===== src/rtl/tfkvc_pkg.sv =====
// Shared types and constants of the key/value cache with time-to-live expiry.
// Used by every module of the block but tfkvc_ram; depends on nothing.
package tfkvc_pkg;

  // sizes
  localparam int ENTRIES = 16;
  localparam int KEY_W   = 32;
  localparam int VALUE_W = 32;
  localparam int TIME_W  = 32;
  localparam int CAP_W   = 5;
  localparam int IDX_W   = $clog2(ENTRIES);
  localparam int CNT_W   = $clog2(ENTRIES + 1);
  localparam int CMP_W   = (CNT_W > CAP_W) ? CNT_W : CAP_W;
  localparam int ENTRY_W = TIME_W + VALUE_W + KEY_W;
  localparam int ADDR_W  = 3;
  localparam int DATA_W  = 32;

  // operation codes
  localparam logic OP_LOOKUP = 1'b0;
  localparam logic OP_INSERT = 1'b1;

  // register indexes (word address bit)
  localparam logic REG_CAPACITY = 1'b0;
  localparam logic REG_EXPIRE   = 1'b1;

  localparam logic [CAP_W-1:0]  CAPACITY_RESET = CAP_W'(16);
  localparam logic [TIME_W-1:0] EXPIRE_RESET   = '0;

  // controller to datapath
  typedef struct packed {
    logic load;
    logic scan;
    logic remove_found;
    logic evict;
    logic clear_all;
    logic write;
    logic finish;
  } ctrl_cmd_t;

  // datapath to controller
  typedef struct packed {
    logic scan_end;
    logic found;
    logic expired;
    logic is_insert;
    logic cap_zero;
    logic over_cap;
  } dp_status_t;

endpackage


===== src/rtl/tfkvc_ram.sv =====
// Generic single-port-write, single-port-read RAM with registered read data.
// Stand-alone; no package needed.
module tfkvc_ram #(
  parameter int WIDTH = 8,
  parameter int DEPTH = 16
) (
  input  logic                     clk,
  input  logic                     wr_en,
  input  logic [$clog2(DEPTH)-1:0] wr_addr,
  input  logic [WIDTH-1:0]         wr_data,
  input  logic                     rd_en,
  input  logic [$clog2(DEPTH)-1:0] rd_addr,
  output logic [WIDTH-1:0]         rd_data
);

  logic [WIDTH-1:0] mem [DEPTH];

  // write port
  always_ff @(posedge clk) begin
    if (wr_en) begin
      mem[wr_addr] <= wr_data;
    end
  end

  // registered read port
  always_ff @(posedge clk) begin
    if (rd_en) begin
      rd_data <= mem[rd_addr];
    end
  end

endmodule


===== src/rtl/tfkvc_datapath.sv =====
// Datapath of the cache: entry RAM, valid bits, order ranks, key scan, result.
// Depends on tfkvc_pkg and tfkvc_ram.
module tfkvc_datapath (
  input  logic                            clk,
  input  logic                            rst_n,
  input  tfkvc_pkg::ctrl_cmd_t            cmd,
  output tfkvc_pkg::dp_status_t           status,
  input  logic                            in_operation,
  input  logic [tfkvc_pkg::KEY_W-1:0]     in_lookup_key,
  input  logic [tfkvc_pkg::VALUE_W-1:0]   in_write_value,
  input  logic [tfkvc_pkg::TIME_W-1:0]    in_now_seconds,
  input  logic [tfkvc_pkg::CAP_W-1:0]     cfg_capacity,
  input  logic [tfkvc_pkg::TIME_W-1:0]    cfg_expire,
  output logic                            out_valid,
  output logic                            out_hit,
  output logic [tfkvc_pkg::VALUE_W-1:0]   out_read_value,
  output logic [tfkvc_pkg::CNT_W-1:0]     out_entries_in_use
);

  localparam int N = tfkvc_pkg::ENTRIES;
  localparam int IW = tfkvc_pkg::IDX_W;
  localparam int CW = tfkvc_pkg::CNT_W;
  localparam int KW = tfkvc_pkg::KEY_W;
  localparam int VW = tfkvc_pkg::VALUE_W;
  localparam int TW = tfkvc_pkg::TIME_W;
  localparam int MW = tfkvc_pkg::CMP_W;

  // latched word
  logic          op_r;
  logic [KW-1:0] key_r;
  logic [VW-1:0] wval_r;
  logic [TW-1:0] now_r;

  // entry state
  logic [N-1:0]  valid_r, valid_nxt;
  logic [IW-1:0] rank_r [N];
  logic [IW-1:0] rank_nxt [N];
  logic [CW-1:0] count_r, count_nxt;

  // scan state
  logic [CW-1:0] scan_idx_r;
  logic [IW-1:0] cmp_idx_r;
  logic          cmp_vld_r;
  logic          found_r;
  logic [IW-1:0] found_idx_r;
  logic [VW-1:0] found_val_r;
  logic          expired_r;

  // result registers
  logic          out_valid_r;
  logic          out_hit_r;
  logic [VW-1:0] out_value_r;
  logic [CW-1:0] out_count_r;

  // ram signals
  logic                                rd_en;
  logic [tfkvc_pkg::ENTRY_W-1:0]       rd_data;
  logic [tfkvc_pkg::ENTRY_W-1:0]       wr_data;
  logic [IW-1:0]                       free_idx;
  logic [KW-1:0]                       ram_key;
  logic [VW-1:0]                       ram_val;
  logic [TW-1:0]                       ram_time;
  logic [TW-1:0]                       age;
  logic                                match;
  logic                                age_over;

  // remove and capacity helpers
  logic          do_rm;
  logic [IW-1:0] rm_rank;
  logic [MW-1:0] cap_ext, cnt_ext, cap_eff;
  logic          res_hit;

  assign rd_en   = cmd.scan && (scan_idx_r < CW'(N));
  assign wr_data = {now_r, wval_r, key_r};
  assign {ram_time, ram_val, ram_key} = rd_data;

  tfkvc_ram #(
    .WIDTH (tfkvc_pkg::ENTRY_W),
    .DEPTH (N)
  ) u_entry_ram (
    .clk     (clk),
    .wr_en   (cmd.write),
    .wr_addr (free_idx),
    .wr_data (wr_data),
    .rd_en   (rd_en),
    .rd_addr (scan_idx_r[IW-1:0]),
    .rd_data (rd_data)
  );

  // key compare and age check on the word read last cycle
  assign age      = now_r - ram_time;
  assign age_over = (cfg_expire != '0) && (age > cfg_expire);
  assign match    = cmd.scan && cmp_vld_r && valid_r[cmp_idx_r] && (ram_key == key_r);

  // lowest free slot
  always_comb begin
    free_idx = '0;
    for (int i = N - 1; i >= 0; i--) begin
      if (!valid_r[i]) begin
        free_idx = IW'(i);
      end
    end
  end

  // effective capacity, clipped to the table size
  assign cap_ext = MW'(cfg_capacity);
  assign cnt_ext = MW'(count_r);
  assign cap_eff = (cap_ext > MW'(N)) ? MW'(N) : cap_ext;

  // removal by rank: the entry at that rank goes, younger ones move up
  assign do_rm   = cmd.remove_found || cmd.evict;
  assign rm_rank = cmd.evict ? '0 : rank_r[found_idx_r];

  always_comb begin
    valid_nxt = valid_r;
    count_nxt = count_r;
    for (int i = 0; i < N; i++) begin
      rank_nxt[i] = rank_r[i];
    end
    if (cmd.clear_all) begin
      valid_nxt = '0;
      count_nxt = '0;
    end else if (do_rm) begin
      for (int i = 0; i < N; i++) begin
        if (valid_r[i] && (rank_r[i] == rm_rank)) begin
          valid_nxt[i] = 1'b0;
        end else if (valid_r[i] && (rank_r[i] > rm_rank)) begin
          rank_nxt[i] = rank_r[i] - 1'b1;
        end
      end
      count_nxt = count_r - 1'b1;
    end else if (cmd.write) begin
      valid_nxt[free_idx] = 1'b1;
      rank_nxt[free_idx]  = count_r[IW-1:0];
      count_nxt           = count_r + 1'b1;
    end
  end

  assign res_hit = (op_r == tfkvc_pkg::OP_LOOKUP) && found_r && !expired_r;

  // control state with reset
  always_ff @(posedge clk) begin
    if (!rst_n) begin
      valid_r     <= '0;
      count_r     <= '0;
      found_r     <= 1'b0;
      cmp_vld_r   <= 1'b0;
      out_valid_r <= 1'b0;
    end else begin
      valid_r     <= valid_nxt;
      count_r     <= count_nxt;
      out_valid_r <= cmd.finish;
      if (cmd.load) begin
        found_r   <= 1'b0;
        cmp_vld_r <= 1'b0;
      end else if (cmd.scan) begin
        cmp_vld_r <= rd_en;
        if (match) begin
          found_r <= 1'b1;
        end
      end
    end
  end

  // payload registers
  always_ff @(posedge clk) begin
    for (int i = 0; i < N; i++) begin
      rank_r[i] <= rank_nxt[i];
    end
    if (cmd.load) begin
      op_r       <= in_operation;
      key_r      <= in_lookup_key;
      wval_r     <= in_write_value;
      now_r      <= in_now_seconds;
      scan_idx_r <= '0;
    end else if (cmd.scan) begin
      if (rd_en) begin
        scan_idx_r <= scan_idx_r + 1'b1;
      end
      cmp_idx_r <= scan_idx_r[IW-1:0];
      if (match) begin
        found_idx_r <= cmp_idx_r;
        found_val_r <= ram_val;
        expired_r   <= age_over;
      end
    end
    if (cmd.finish) begin
      out_hit_r   <= res_hit;
      out_value_r <= res_hit ? found_val_r : '0;
      out_count_r <= count_r;
    end
  end

  // status to the controller
  always_comb begin
    status.scan_end  = match || (cmd.scan && cmp_vld_r && (cmp_idx_r == IW'(N - 1)));
    status.found     = found_r;
    status.expired   = expired_r;
    status.is_insert = (op_r == tfkvc_pkg::OP_INSERT);
    status.cap_zero  = (cap_ext == '0);
    status.over_cap  = (cnt_ext >= cap_eff);
  end

  assign out_valid          = out_valid_r;
  assign out_hit            = out_hit_r;
  assign out_read_value     = out_value_r;
  assign out_entries_in_use = out_count_r;

endmodule


===== src/rtl/tfkvc_ctrl.sv =====
// Controller of the cache: sequences scan, removal, eviction, write and result.
// Depends on tfkvc_pkg.
module tfkvc_ctrl (
  input  logic                  clk,
  input  logic                  rst_n,
  input  logic                  start,
  input  tfkvc_pkg::dp_status_t status,
  output tfkvc_pkg::ctrl_cmd_t  cmd,
  output logic                  busy
);

  typedef enum logic [6:0] {
    S_IDLE  = 7'b0000001,
    S_SCAN  = 7'b0000010,
    S_LOOK  = 7'b0000100,
    S_DROP  = 7'b0001000,
    S_EVICT = 7'b0010000,
    S_WRITE = 7'b0100000,
    S_DONE  = 7'b1000000
  } state_t;

  state_t state_r, state_nxt;

  // next state and commands
  always_comb begin
    state_nxt = state_r;
    cmd       = '0;
    case (state_r)
      S_IDLE: begin
        if (start) begin
          cmd.load  = 1'b1;
          state_nxt = S_SCAN;
        end
      end
      S_SCAN: begin
        cmd.scan = 1'b1;
        if (status.scan_end) begin
          state_nxt = status.is_insert ? S_DROP : S_LOOK;
        end
      end
      S_LOOK: begin
        // a stale entry is dropped on the way to a miss
        cmd.remove_found = status.found && status.expired;
        state_nxt        = S_DONE;
      end
      S_DROP: begin
        cmd.remove_found = status.found;
        state_nxt        = S_EVICT;
      end
      S_EVICT: begin
        if (status.cap_zero) begin
          cmd.clear_all = 1'b1;
          state_nxt     = S_DONE;
        end else if (status.over_cap) begin
          cmd.evict = 1'b1;
        end else begin
          state_nxt = S_WRITE;
        end
      end
      S_WRITE: begin
        cmd.write = 1'b1;
        state_nxt = S_DONE;
      end
      S_DONE: begin
        cmd.finish = 1'b1;
        state_nxt  = S_IDLE;
      end
      default: begin
        state_nxt = S_IDLE;
      end
    endcase
  end

  always_ff @(posedge clk) begin
    if (!rst_n) begin
      state_r <= S_IDLE;
    end else begin
      state_r <= state_nxt;
    end
  end

  assign busy = (state_r != S_IDLE);

endmodule


===== src/rtl/ttl_fifo_key_value_cache.sv =====
// Top level of the key/value cache with time-to-live expiry and oldest-first eviction.
// Depends on tfkvc_pkg, tfkvc_ctrl and tfkvc_datapath; holds the register port.
//
// Usage:
//   Command channel: a word (operation, key, value, time) is taken at a clock
//   edge with start high and busy low. busy stays high while it is processed.
//   Result channel: out_valid is high for one cycle with hit, read value and
//   the number of entries in use; the receiver cannot stall, so it must take
//   the word in that cycle.
//   Register port: APB style, capacity_limit at 0x0, expire_seconds at 0x4, to be
//   written by the user only while busy is low (not enforced); pready is always high.
// Sequence:
//   The key search reads the entry RAM one slot per cycle and stops at the
//   match. A lookup then passes S_LOOK and S_DONE; an insert passes S_DROP,
//   S_EVICT (evicting the oldest entry while the count is at or over capacity),
//   S_WRITE and S_DONE; with capacity zero, S_EVICT clears the cache instead and
//   goes to S_DONE. The result strobe comes in the first cycle with busy low.
// Reset:
//   Synchronous, active low: the cache is empty, capacity 16, expiry off.
module ttl_fifo_key_value_cache (
  input  logic                                clk,
  input  logic                                rst_n,
  input  logic                                start,
  output logic                                busy,
  input  logic                                in_operation,
  input  logic [tfkvc_pkg::KEY_W-1:0]         in_lookup_key,
  input  logic [tfkvc_pkg::VALUE_W-1:0]       in_write_value,
  input  logic [tfkvc_pkg::TIME_W-1:0]        in_now_seconds,
  output logic                                out_valid,
  output logic                                out_hit,
  output logic [tfkvc_pkg::VALUE_W-1:0]       out_read_value,
  output logic [tfkvc_pkg::CNT_W-1:0]         out_entries_in_use,
  input  logic                                psel,
  input  logic                                penable,
  input  logic                                pwrite,
  input  logic [tfkvc_pkg::ADDR_W-1:0]        paddr,
  input  logic [tfkvc_pkg::DATA_W-1:0]        pwdata,
  output logic [tfkvc_pkg::DATA_W-1:0]        prdata,
  output logic                                pready
);

  logic [tfkvc_pkg::CAP_W-1:0]  cap_r;
  logic [tfkvc_pkg::TIME_W-1:0] expire_r;
  logic                         reg_wr;
  logic                         reg_sel;
  tfkvc_pkg::ctrl_cmd_t         cmd;
  tfkvc_pkg::dp_status_t        status;

  // register port
  assign pready  = 1'b1;
  assign reg_wr  = psel && penable && pwrite && pready;
  assign reg_sel = paddr[2];

  always_ff @(posedge clk) begin
    if (!rst_n) begin
      cap_r    <= tfkvc_pkg::CAPACITY_RESET;
      expire_r <= tfkvc_pkg::EXPIRE_RESET;
    end else if (reg_wr) begin
      if (reg_sel == tfkvc_pkg::REG_CAPACITY) begin
        cap_r <= pwdata[tfkvc_pkg::CAP_W-1:0];
      end else begin
        expire_r <= pwdata[tfkvc_pkg::TIME_W-1:0];
      end
    end
  end

  assign prdata = (reg_sel == tfkvc_pkg::REG_EXPIRE) ? tfkvc_pkg::DATA_W'(expire_r)
                                                     : tfkvc_pkg::DATA_W'(cap_r);

  tfkvc_ctrl u_ctrl (
    .clk    (clk),
    .rst_n  (rst_n),
    .start  (start),
    .status (status),
    .cmd    (cmd),
    .busy   (busy)
  );

  tfkvc_datapath u_datapath (
    .clk                (clk),
    .rst_n              (rst_n),
    .cmd                (cmd),
    .status             (status),
    .in_operation       (in_operation),
    .in_lookup_key      (in_lookup_key),
    .in_write_value     (in_write_value),
    .in_now_seconds     (in_now_seconds),
    .cfg_capacity       (cap_r),
    .cfg_expire         (expire_r),
    .out_valid          (out_valid),
    .out_hit            (out_hit),
    .out_read_value     (out_read_value),
    .out_entries_in_use (out_entries_in_use)
  );

endmodule


===== config.mk =====
export PLATFORM = sky130hd
export DESIGN_NAME = ttl_fifo_key_value_cache
export DESIGN_NICKNAME = d
export VERILOG_FILES = /design/src/rtl/tfkvc_pkg.sv /design/src/rtl/tfkvc_ram.sv /design/src/rtl/tfkvc_datapath.sv /design/src/rtl/tfkvc_ctrl.sv /design/src/rtl/ttl_fifo_key_value_cache.sv
export SDC_FILE = /design/constraint.sdc
export NUM_CORES = 2
export LEC_CHECK = 0
export BUFFER_PORTS_ARGS = -buffer_cell sky130_fd_sc_hd__buf_2
export CAP_MARGIN = 10
export CORE_AREA = 10 10 366 368
export DETAILED_ROUTE_END_ITERATION = 6
export DIE_AREA = 0 0 376 378
export PLACE_DENSITY_LB_ADDON = 0.15
export SYNTH_ARGS = -nofsm -noshare
export SYNTH_HDL_FRONTEND = slang
export SYNTH_HIERARCHICAL = 1
export SYNTH_SLANG_ARGS = --single-unit

===== constraint.sdc =====
create_clock -name clk -period 11.96 [get_ports clk]
set_input_delay 2.392 -clock clk [delete_from_list [all_inputs] [get_ports clk]]
set_output_delay 2.392 -clock clk [all_outputs]
set_load 0.01 [all_outputs]

==> results.yml <==
logic_synthesis:
  synth-edff-count: 1872
  syn_area_mm2: 0.07809
  compound_gate_portion_of_the_synthesized_area_pct: 4.304
  postSynthNetCount: 4353
  synth_adder_area_share_pct: 2.487
  netlist_instances: 4061
  synth.ff_latch_count: 1949
  synth-warning-count: 6
  ys_types: 79
  synth_seq_area_share_pct: 73.96
  synthArstFlopShare_pct: 0
  synth_simple_gate_area_share_pct: 3.805
  synth_xor_xnor_area_share_pct: 1.122
  synth_top_family_by_area: "multiplexers"
  synthFlopType: "sky130_fd_sc_hd__edfxtp_1"
  yosys-mux-area-fraction_pct: 12.43
  syn_area_per_cell_um2: 19.23
floorplan:
  dieHeight_um: 378
  die_x_um: 376
  std_cell_rows: 131
  design.portCount: 211
  dieArea_mm2: 0.1421
  start_util_pct: 61.64
  core_area_mm2: 0.1267
setup_path:
  end_kind: "register"
  worstPathMaxFanout: 46
  critical_path.cell_chain: "nand2b_1, a21boi_0, o21ai_0, a21boi_0, o21ai_1, a21o_1, a21oi_1, o21ai_2, inv_2, nand2b_1, nor2_4, buf_4, buf_4"
  crit_slowest_cell: "sky130_fd_sc_hd__buf_4"
  reg2reg_slack_ns: 6.04
  cpPeakStageDelay_ns: 0.90
  rr_worst_depth: 13
  r2r-start: "u_datapath/valid_r[15]$_SDFFE_PP0P_"
  crit_required_ns: 12.39
  worstSetupPathType: "register to register"
  critPathLaunchType: "register"
  source_of_the_critical_timing_path: "u_datapath/valid_r[15]$_SDFFE_PP0P_"
  critical_path_arrival_ns: 6.34
  crit-reg2reg-capture: "u_datapath/u_entry_ram/mem[10][16]$_DFFE_PP_"
  setup.worst_path.end: "u_datapath/u_entry_ram/mem[10][16]$_DFFE_PP_"
timing:
  post-route-min-period_ns: 5.918
  hold_viol: 0
  hold_ws_ns: 0.4094
  max_slew.worst_pin.slew_ns: 1.188
  clock.fmax_mhz: 169.0
  rsz0062_at_grt: "no"
  worst_slew_margin_rel_pct: 20.82
  timing.setup.tns_ns: 0
  finalSetupViolations: 0
  min_period_over_period_pct: 49.48
  finalClockSkew_ns: 0.02232
  report.final.slew_viol_count: 0
clock_network:
  cts_inserted_buffers: 187
  cts.hold.buffers_added: 0
  clock_tree.htree_level_count: 4
  cts_tree: "built"
  cts.sinks: 1949
  cts_resized: 0
  clkTransAtPathRegs_ns: 0.06
  cts_post_setup_buffers_inserted: 0
  clk_path_buf_depth: 3
  cts-root-buf: "sky130_fd_sc_hd__clkbuf_16"
  insertion_delay_ns: 0.81
detailed_routing:
  routed-via-count: 40050
  drt-initial-drc-count: 4382
  drtAntennaViolNets: 0
  drt-total-wl_um: 177000
  drc_errors: 0
  viasPerCell: 6.511
  detail_route.wl_per_cell_um: 28.78
  first_pass_iters: 5
global_routing:
  grt_usage_pct: 24.95
  grt_max_degree: 164
  antenna_found_initial: 5
  grt_remaining_overflow: 0
  first_pass_grt_wire_length_um: 263100
  vias_in_the_first_global_route: 40310
place:
  globalplace.congestion: 0.8488
  detailedPlacementHpwl_um: 92680
  io_buffer_count: 207
run:
  drv.max_cap_violation_count: 0
power_and_ir_drop:
  power_per_cell_area_mw_per_mm2: 165.6
  cellLeakagePower_nw: 27.74
  ir_drop_mv: 0.1390
status:
  outcome: "finished clean"
cells_and_area:
  fraction_of_final_layout_cells_sized_beyond_drive_strength_1_pct: 21.68
  synthToLayoutAreaGrowth_pct: 11.01
  nNetsFinal: 4627
worst_hold_path:
  hold_path_class: "register to register"
metal layers:
layer | wire length, µm | vias up | track usage (%)
li1 | - | 17100 | -
met1 | 72010 | 20780 | 35.94
met2 | 85490 | 1897 | 39.95
met3 | 15810 | 273 | 4.502
met4 | 3727 | 2 | 6.448
met5 | 13 | - | 0
synthesized netlist by cell type (10+ instances only):
library cell               instances  share of area, %
sky130_fd_sc_hd__xnor2_1          73              0.82
sky130_fd_sc_hd__nor4_1           19              0.15
sky130_fd_sc_hd__o21a_1           12              0.12
sky130_fd_sc_hd__buf_4            24              0.23
sky130_fd_sc_hd__or4_1            11              0.11
sky130_fd_sc_hd__nand4_1          41              0.33
sky130_fd_sc_hd__nor3_1           35              0.22
sky130_fd_sc_hd__a21o_1           22              0.21
sky130_fd_sc_hd__ha_1            152               2.4
sky130_fd_sc_hd__buf_1            35              0.17
sky130_fd_sc_hd__nand3_1          27              0.17
sky130_fd_sc_hd__clkbuf_1         89              0.43
sky130_fd_sc_hd__edfxtp_1       1872                72
sky130_fd_sc_hd__xor2_1           27              0.30
sky130_fd_sc_hd__a22oi_1         192               1.8
sky130_fd_sc_hd__mux4_2          409                12
sky130_fd_sc_hd__a21oi_1          68              0.44
sky130_fd_sc_hd__and2_1           63              0.50
sky130_fd_sc_hd__a211oi_1         11              0.11
sky130_fd_sc_hd__mux2i_1          39              0.50
sky130_fd_sc_hd__buf_6            22              0.32
sky130_fd_sc_hd__o21ai_1          10             0.064
sky130_fd_sc_hd__buf_2            13             0.083
sky130_fd_sc_hd__o21ai_0          56              0.36
sky130_fd_sc_hd__dfxtp_1          77               2.0
sky130_fd_sc_hd__nor2b_1          33              0.26
sky130_fd_sc_hd__nand2b_1         28              0.22
sky130_fd_sc_hd__o22ai_1          60              0.48
sky130_fd_sc_hd__inv_1           121              0.58
sky130_fd_sc_hd__nand2_1         248               1.2
sky130_fd_sc_hd__nor2_1           64              0.31
registers in the layout (all words and copies together), names as in the netlist, 5 cells and up, named ones only:
| register | count |
|---|---|
| u_datapath/out_read_value | 32 |
| cap_r | 5 |
| u_datapath/found_val_r | 32 |
| u_datapath/key_r | 32 |
| expire_r | 32 |
| u_datapath/wval_r | 32 |
| u_ctrl/state_r | 7 |
| u_datapath/u_entry_ram/mem | 1536 |
| u_datapath/valid_r | 16 |
| u_datapath/cnt_ext | 5 |
| u_datapath/now_r | 32 |
| u_datapath/out_entries_in_use | 5 |
| u_datapath/scan_idx_r | 5 |
| u_datapath/u_entry_ram/rd_data | 96 |
| u_datapath/rank_r | 64 |
stage by stage:
stage | instances | utilization [%] | total power [mW] | setup slack, ns | cell area, µm²
2_1_floorplan | 4061 | - | 8.681 | 2.803 | 78090
3_3_place_gp | 5808 | 63.88 | 8.906 | 6.240 | 80940
3_5_place_dp | 5808 | 63.88 | 8.929 | 6.159 | 80940
4_1_cts | 6150 | 68.42 | 14.47 | 6.137 | 86680
5_1_grt | 6150 | 68.42 | 14.82 | 5.824 | 86680
6_report | 6151 | 68.42 | 14.36 | 6.042 | 86690
cell usage in the layout (no fill, tap or decap), types with 18 or more instances in the layout:
cell type,Yosys,routed
sky130_fd_sc_hd__a22oi_1,192,192
sky130_fd_sc_hd__and2_1,63,62
sky130_fd_sc_hd__clkinv_1,0,49
sky130_fd_sc_hd__a21oi_1,68,68
sky130_fd_sc_hd__o22ai_1,60,60
sky130_fd_sc_hd__inv_1,121,121
sky130_fd_sc_hd__buf_4,24,58
sky130_fd_sc_hd__nand2b_1,28,28
sky130_fd_sc_hd__nor2b_1,33,30
sky130_fd_sc_hd__clkinv_2,0,20
sky130_fd_sc_hd__nand4_1,41,41
sky130_fd_sc_hd__nor3_1,35,29
sky130_fd_sc_hd__o21ai_0,56,56
sky130_fd_sc_hd__nor4_1,19,18
sky130_fd_sc_hd__nand3_1,27,27
sky130_fd_sc_hd__xnor2_1,73,73
sky130_fd_sc_hd__mux2i_1,39,39
sky130_fd_sc_hd__buf_2,13,207
sky130_fd_sc_hd__edfxtp_1,1872,1872
sky130_fd_sc_hd__nor2_1,64,49
sky130_fd_sc_hd__clkbuf_1,89,57
sky130_fd_sc_hd__dfxtp_1,77,75
sky130_fd_sc_hd__clkbuf_16,0,194
sky130_fd_sc_hd__mux4_2,409,409
sky130_fd_sc_hd__ha_1,152,152
sky130_fd_sc_hd__a21o_1,22,22
sky130_fd_sc_hd__nand2_1,248,248
sky130_fd_sc_hd__xor2_1,27,27
kinds of logic after synthesis:
logic type                 Yosys count
other                                1
AOI/OAI and AO/OA                  493
adders and majority gates          154
muxes                              457
buffers and inverters              309
DFF                               1949
xor gates and xnor gates           100
and+or+nand+nor                    598
critical path: cells and delay by family (launching register included):
kind / cells / cell delay, ns
AOI/OAI and AO/OA: 7 / 1.59
buffers and inverters: 3 / 2.23
DFF: 1 / 0.44
and+or+nand+nor: 3 / 1.15
layout make-up:
cell class / instances / area (µm²)
fill: 8013 / 40010
clock buffer: 254 / 5110
inverter: 123 / 461.7
sequential: 1949 / 57760
timing repair buffer: 271 / 1592
multi-input combinational: 1803 / 19040
antenna: 1 / 2.502
clock inverter: 88 / 634.4
tap: 1662 / 2079
worst min path at each step:
stage | startpoint | endpoint | slack [ns] | cells after the start
floorplan | u_datapath/u_entry_ram/rd_data[32]$_DFFE_PP_ | u_datapath/found_val_r[0]$_DFFE_PP_ | 0.40 | 0
global placement | u_datapath/u_entry_ram/rd_data[38]$_DFFE_PP_ | u_datapath/found_val_r[6]$_DFFE_PP_ | 0.40 | 0
CTS | u_datapath/u_entry_ram/rd_data[55]$_DFFE_PP_ | u_datapath/found_val_r[23]$_DFFE_PP_ | 0.41 | 0
finish | u_datapath/u_entry_ram/rd_data[45]$_DFFE_PP_ | u_datapath/found_val_r[13]$_DFFE_PP_ | 0.41 | 0
global route | u_datapath/u_entry_ram/rd_data[52]$_DFFE_PP_ | u_datapath/found_val_r[20]$_DFFE_PP_ | 0.42 | 0
detailed placement | u_datapath/u_entry_ram/rd_data[45]$_DFFE_PP_ | u_datapath/found_val_r[13]$_DFFE_PP_ | 0.40 | 0
where the power goes:
| group | leakage (nW) | internal [mW] | switching [mW] |
|---|---|---|---|
| Sequential | 17.4 | 7.66 | 0.187 |
| Combinational | 7.54 | 0.464 | 0.468 |
| Clock | 2.79 | 3.15 | 2.43 |
Note: power is estimated with default switching activity, not from simulation.
